### config.mk
export PLATFORM = sky130hd
export DESIGN_NAME = dsa_walk
export DESIGN_NICKNAME = d
export VERILOG_FILES = /design/src/sv/dsa_pkg.sv /design/src/sv/dsa_walk.sv
export VERILOG_INCLUDE_DIRS = /design/src /design/src/sv
export SDC_FILE = /design/constraint.sdc
export NUM_CORES = 1
export LEC_CHECK = 0
export BUFFER_PORTS_ARGS = -buffer_cell sky130_fd_sc_hd__buf_2
export CORE_MARGIN = 2
export CORE_UTILIZATION = 48
export DETAILED_ROUTE_END_ITERATION = 10
export GPL_TIMING_DRIVEN = 1
export PLACE_DENSITY_LB_ADDON = 0.05
export SLEW_MARGIN = 0
export SYNTH_ARGS = -nofsm -noshare
export SYNTH_HDL_FRONTEND = slang
export SYNTH_SLANG_ARGS = --single-unit
### constraint.sdc
create_clock -name i_clk -period 1.8 [get_ports i_clk]
set_clock_uncertainty 0.15 [all_clocks]
set_input_delay 0.36 -clock i_clk [delete_from_list [all_inputs] [get_ports i_clk]]
set_output_delay 0.36 -clock i_clk [all_outputs]
set_load 0.02 [all_outputs]
### src/sv/assert_macros.svh
// Assertion macros shared by the automaton RTL.
`ifndef ASSERT_MACROS_SVH
`define ASSERT_MACROS_SVH

// Check a property at every rising edge outside reset.
`define ASSERT_CLK(label, prop, msg) \
    label: assert property (@(posedge i_clk) disable iff (!i_rst_n) (prop)) \
        else $error(msg);

// Check that a condition in one cycle implies another in the next.
`define ASSERT_NEXT(label, ante, cons, msg) \
    label: assert property (@(posedge i_clk) disable iff (!i_rst_n) (ante) |=> (cons)) \
        else $error(msg);

`endif

### src/sv/dsa_pkg.sv
// Shared codes, field widths and stage type of the automaton.
package dsa_pkg;

    localparam int CMD_W   = 3;
    localparam int STATE_W = 5;
    localparam int SYM_W   = 7;
    localparam int NEXT_W  = 6;
    localparam int VERD_W  = 2;
    localparam int ERR_W   = 2;

    localparam logic [CMD_W-1:0] CMD_WR_TRANS  = 3'd0;
    localparam logic [CMD_W-1:0] CMD_WR_ACCEPT = 3'd1;
    localparam logic [CMD_W-1:0] CMD_WR_ALPHA  = 3'd2;
    localparam logic [CMD_W-1:0] CMD_SYMBOL    = 3'd3;
    localparam logic [CMD_W-1:0] CMD_END       = 3'd4;

    localparam logic [VERD_W-1:0] VERD_ACCEPT     = 2'd0;
    localparam logic [VERD_W-1:0] VERD_REJECT     = 2'd1;
    localparam logic [VERD_W-1:0] VERD_BAD_SYMBOL = 2'd2;
    localparam logic [VERD_W-1:0] VERD_BAD_RULE   = 2'd3;

    localparam logic [ERR_W-1:0] ERR_NONE       = 2'd0;
    localparam logic [ERR_W-1:0] ERR_BAD_SYMBOL = 2'd2;
    localparam logic [ERR_W-1:0] ERR_BAD_RULE   = 2'd3;

    // One word held in the input register, with its table lookups.
    typedef struct packed {
        logic              vld;
        logic [CMD_W-1:0]  cmd;
        logic [SYM_W-1:0]  sym;
        logic              sym_ok;
        logic [NEXT_W-1:0] rdata;
        logic              acc_flag;
    } t_stage;

endpackage

### src/sv/dsa_walk.sv
// State walk, error latch and verdict output register of the automaton.
`include "assert_macros.svh"

module dsa_walk import dsa_pkg::*; #(
    parameter int NUM_STATES = 32,
    localparam int SW = $clog2(NUM_STATES)
) (
    input  logic                i_clk,
    input  logic                i_rst_n,
    input  t_stage              i_stage,
    output logic                o_advance,
    output logic [SW-1:0]       o_next_state,
    output logic                o_m_valid,
    input  logic                i_m_ready,
    output logic [VERD_W-1:0]   o_verdict,
    output logic [STATE_W-1:0]  o_final_state,
    output logic [SYM_W-1:0]    o_bad_symbol
);

    logic [SW-1:0]      r_cur_state, n_cur_state;
    logic [ERR_W-1:0]   r_err, n_err;
    logic [SYM_W-1:0]   r_offend, n_offend;
    logic               r_m_valid;
    logic [VERD_W-1:0]  r_verdict, n_verdict;
    logic [STATE_W-1:0] r_final;
    logic [SYM_W-1:0]   r_bad, n_bad;

    logic w_is_end;
    logic w_bad_rule;

    assign w_is_end   = i_stage.vld && (i_stage.cmd == CMD_END);
    assign o_advance  = i_stage.vld && (!w_is_end || !r_m_valid || i_m_ready);
    assign w_bad_rule = i_stage.rdata[NEXT_W-1] || (32'(i_stage.rdata) >= NUM_STATES);

    always_comb begin
        n_cur_state = r_cur_state;
        n_err       = r_err;
        n_offend    = r_offend;
        if (o_advance) begin
            unique case (i_stage.cmd)
                CMD_SYMBOL: begin
                    if (r_err == ERR_NONE) begin
                        if (!i_stage.sym_ok) begin
                            n_err    = ERR_BAD_SYMBOL;
                            n_offend = i_stage.sym;
                        end else if (w_bad_rule) begin
                            n_err = ERR_BAD_RULE;
                        end else begin
                            n_cur_state = SW'(i_stage.rdata);
                        end
                    end
                end
                CMD_END: begin
                    n_cur_state = '0;
                    n_err       = ERR_NONE;
                    n_offend    = '0;
                end
                default: begin
                end
            endcase
        end
    end

    always_comb begin
        n_bad = '0;
        if (r_err == ERR_BAD_SYMBOL) begin
            n_verdict = VERD_BAD_SYMBOL;
            n_bad     = r_offend;
        end else if (r_err == ERR_BAD_RULE) begin
            n_verdict = VERD_BAD_RULE;
        end else begin
            n_verdict = i_stage.acc_flag ? VERD_ACCEPT : VERD_REJECT;
        end
    end

    assign o_next_state = n_cur_state;

    always_ff @(posedge i_clk) begin
        if (!i_rst_n) begin
            r_cur_state <= '0;
            r_err       <= ERR_NONE;
            r_offend    <= '0;
            r_m_valid   <= 1'b0;
        end else begin
            r_cur_state <= n_cur_state;
            r_err       <= n_err;
            r_offend    <= n_offend;
            if (w_is_end && o_advance) begin
                r_m_valid <= 1'b1;
            end else if (i_m_ready) begin
                r_m_valid <= 1'b0;
            end
        end
    end

    always_ff @(posedge i_clk) begin
        if (w_is_end && o_advance) begin
            r_verdict <= n_verdict;
            r_final   <= STATE_W'(r_cur_state);
            r_bad     <= n_bad;
        end
    end

    assign o_m_valid     = r_m_valid;
    assign o_verdict     = r_verdict;
    assign o_final_state = r_final;
    assign o_bad_symbol  = r_bad;

    `ASSERT_NEXT(a_err_freezes, (r_err != ERR_NONE && !(w_is_end && o_advance)), (r_err == $past(r_err) && r_cur_state == $past(r_cur_state)), "walk moved after error")
    `ASSERT_NEXT(a_end_restarts, (w_is_end && o_advance), (r_cur_state == '0 && r_err == ERR_NONE && r_m_valid), "end word did not restart")
    `ASSERT_CLK(a_bad_zero, (!r_m_valid || r_verdict == VERD_BAD_SYMBOL || r_bad == '0), "bad symbol set on other verdict")
    `ASSERT_CLK(a_state_range, (32'(r_cur_state) < NUM_STATES), "state out of range")

endmodule

==> impl_summary.log <==
[metrics] status: finished, violations left
[metrics] violations in the final reports: negative setup slack
[metrics] internal reg-to-reg setup slack: 0.19 ns
[metrics] combined global-route utilization of all metal layers: 0.172
[metrics] required time at the worst-slack endpoint: 1.29 ns
[metrics] number of violations of the max-capacitance limit: 0
[metrics] area growth from synthesis to layout: 33.0%
[metrics] post-synthesis register bit count: 29
[metrics] commonest cells after routing, fill and taps aside: buf_2 (37), nand2_1 (20), edfxtp_1 (14)
[metrics] relative contribution of sequential cells to total power: 0.599
[metrics] startpoint of the worst register-to-register path: r_err[0]$_SDFFE_PN0P_
[metrics] count of unique library cells instantiated by Yosys: 26
[metrics] area fraction of the dominant cell type after synthesis: 0.343
[metrics] post-route worst setup slack: -0.208 ns
[metrics] hold-fix buffers at CTS: 0
[metrics] final HPWL from detailed placement: 1720 um
[metrics] normalized max-slew margin: 0.710
[metrics] maximum buffer depth of the clock tree: 2
[metrics] last element of the critical path: o_next_state[2]
[metrics] Total Power Consumption: 1180 uW
[metrics] Post-Syn Area: 1230 um2
[metrics] DRT Pass-1 Iters: 3
[metrics] clock insertion delay at the later pin of the skew report: 0.31 ns
[metrics] largest net degree at the start of global routing: 21
[metrics] largest fanout on the critical path: 5
[metrics] average wire per standard cell: 11.5 um
[metrics] Initial Util: 0.500
[metrics] Inst Count DP: 185
[metrics] total of fill cells in the finished design: 198
[metrics] portion of the clock cycle consumed by the worst path in the final layout: 1.12
[metrics] portion of the post-synthesis area used by sequential elements: 0.587
[metrics] syn_nets: 129
[metrics] root cell of the clock tree: clkbuf_4
[metrics] multi-input logic area: 464 um2
[metrics] height of the die: 54.6 um
[metrics] total inserted antenna cells: 0
[metrics] initial antenna violation count: 0
[metrics] top cells by area, synth: edfxtp_1 (34%), dfxtp_1 (24%), nand2_1 (6.4%)
[metrics] unrepaired setup endpoints after global routing: true
[metrics] total core area: 2450 um2
[metrics] Nets: 186
[metrics] number of cells on the worst reg-to-reg path: 5
[metrics] count of endpoints failing hold in the final timing report: 0
[metrics] worst r2r dst: r_offend[6]$_SDFFE_PN0P_
[metrics] total grt overflow: 0
[metrics] worst hold margin: 0.131 ns
[metrics] Leakage Power: 0.000671 uW
[metrics] global-route wire length before repair: 3510 um
[metrics] synthesis warning total: 0
[metrics] routed via count: 964
[metrics] number of global-route vias before repair: 836
[metrics] violation count after the first detailed-routing iteration: 10
[metrics] number of slew-limit violations in the final report: 0
[metrics] TritonCTS Buffers: 5
[metrics] min Tclk post-route: 2.01 ns
[metrics] clock input transition at the sequential cells of the worst setup and hold paths: 0.08 ns
[metrics] actual transition at the worst max-transition pin: 0.433 ns
[metrics] total DRC errors in the routed layout: 0
[metrics] fin cells: 195
[metrics] Seq. cell area: 723 um2
[metrics] class of the most critical setup path: reg -> out
[metrics] sw frac: 0.227
[metrics] element type at the critical path end: primary output
[metrics] Pwr per Cell Area: 722 nW/um2
[metrics] I/O Buffers: 42
[metrics] setup-violating endpoint count in the final report: 5
[metrics] library cell with the largest summed area after synthesis: edfxtp_1
[metrics] startpoint of the worst setup timing path: r_err[0]$_SDFFE_PN0P_
[metrics] ratio of cells with drive above 1 in the final layout: 0.424
[metrics] power share of the clock group: 0.296
[metrics] # H-tree levels: 2
[metrics] arrival time reported for the critical path endpoint: 1.50 ns
[metrics] TritonCTS sink count: 29
[metrics] I/O pin count: 43
[metrics] Row Count: 18
[metrics] drt via density: 4.94
[metrics] post-route ant nets: 0
[metrics] combinational share of power: 0.105
[metrics] Hold WC Path Type: in -> reg
[metrics] RePlAce Congestion: 0.791
[metrics] most frequent standard cell in the layout excluding fill and tap cells: buf_2
[metrics] Min-Delay Startpoint: i_stage[3]
[metrics] internal power contribution: 911 uW
[metrics] VDD IR max: 0.489 mV
[metrics] maximum clock frequency: 498 MHz
[metrics] Post-Syn Instances: 107
[metrics] switching power total: 267 uW
[metrics] Post-Syn Area per Cell: 11.5 um2
[metrics] total wire length: 2250 um
[metrics] die outline area: 2980 um2
[metrics] die extent in x: 54.6 um
[metrics] TritonCTS clock tree: done
[metrics] element type at the critical path start: register
==> worst min-delay path by stage <==
stage               depth (start not counted)  slack (ns)                         end
floorplan                                   2        0.28    r_offend[0]$_SDFFE_PN0P_
global placement                            0        0.29  o_final_state[4]$_DFFE_PP_
detailed placement                          0        0.30  o_final_state[3]$_DFFE_PP_
CTS                                         3        0.11   r_cur_state[2]$_SDFF_PN0_
global route                                3        0.13    r_offend[1]$_SDFFE_PN0P_
finish                                      3        0.13   r_cur_state[2]$_SDFF_PN0_
==> area by class of cell <==
type | instances | area share
repair buffers | 55 | 0.215
clock inverters | 1 | 0.00230
well taps | 30 | 0.0230
clock buffers | 7 | 0.0276
multi-input cells | 71 | 0.284
inverters | 2 | 0.00460
flip-flops and latches | 29 | 0.443
==> cell usage after synthesis <==
cell type,count
nand2_1,21
dfxtp_1,15
edfxtp_1,14
and2_1,7
mux2i_1,7
nand3_1,7
o21ai_0,6
a22o_1,5
nor2b_1,5
a21oi_1,2
and4bb_2,2
inv_1,2
a21boi_0,1
a2bb2oi_1,1
and2_2,1
and2_4,1
buf_2,1
buf_4,1
clkbuf_4,1
dlygate4sd1_1,1
dlygate4sd3_1,1
nand3b_1,1
nand3b_4,1
nor2_1,1
nor3b_2,1
o21ai_4,1
==> stage by stage <==
step	TNS (ns)	utilization	cell area (um2)	setup slack [ns]
floorplan	-0.00345	-	1230	-0.000690
global placement	-0.224	0.624	1530	-0.0456
CTS	-1.12	0.665	1630	-0.228
finish	-1.02	0.665	1630	-0.208
global route	-1.25	0.665	1630	-0.256
detailed placement	-0.350	0.624	1530	-0.0738
==> sequential cells by signal, summed over array words and instances, names as in the netlist <==
register       count
r_offend           7
r_err              2
o_bad_symbol       7
o_final_state      5
o_m_valid          1
o_verdict          2
r_cur_state        5
==> worst max-delay path, cell delays in order (launching register included) <==
cell      delay [ns]
dfxtp_2         0.33
and4bb_2        0.33
nand2_2         0.06
and2_4          0.15
a22o_1          0.19
buf_6           0.13
==> cell families (layout without fill, tap and decap cells) <==
kind of cell | count (synthesis) | after routing | synth area share
simple gates | 48 | 48 | 0.223
flops | 29 | 29 | 0.587
compound gates | 16 | 16 | 0.0948
mux | 7 | 7 | 0.0571
buf+inv | 7 | 65 | 0.0377
==> timing repair <==
item,CTS,global route
pin swaps,2,1
gates resized for setup,14,0
buffers inserted,2,0
endpoints found under the setup margin,5,5
==> per-layer routing <==
metal / up-vias / global-route usage / part of all wire
li1: 487 / - / -
met1: 446 / 0.214 / 0.43
met2: 27 / 0.259 / 0.49
met3: 4 / 0.0492 / 0.060
met4: 0 / 0.113 / 0.017
met5: - / 0 / 0
==> power by group through the flow <==
stage                     clock [uW]  sequential [uW]  combinational (uW)
after floorplan                    0              731                51.9
after global placement             0              720                 116
after detailed placement           0              721                 120
after CTS                        361              705                 125
after global routing             381              707                 135
final                            349              705                 124
(Power assumes the default switching activity.)
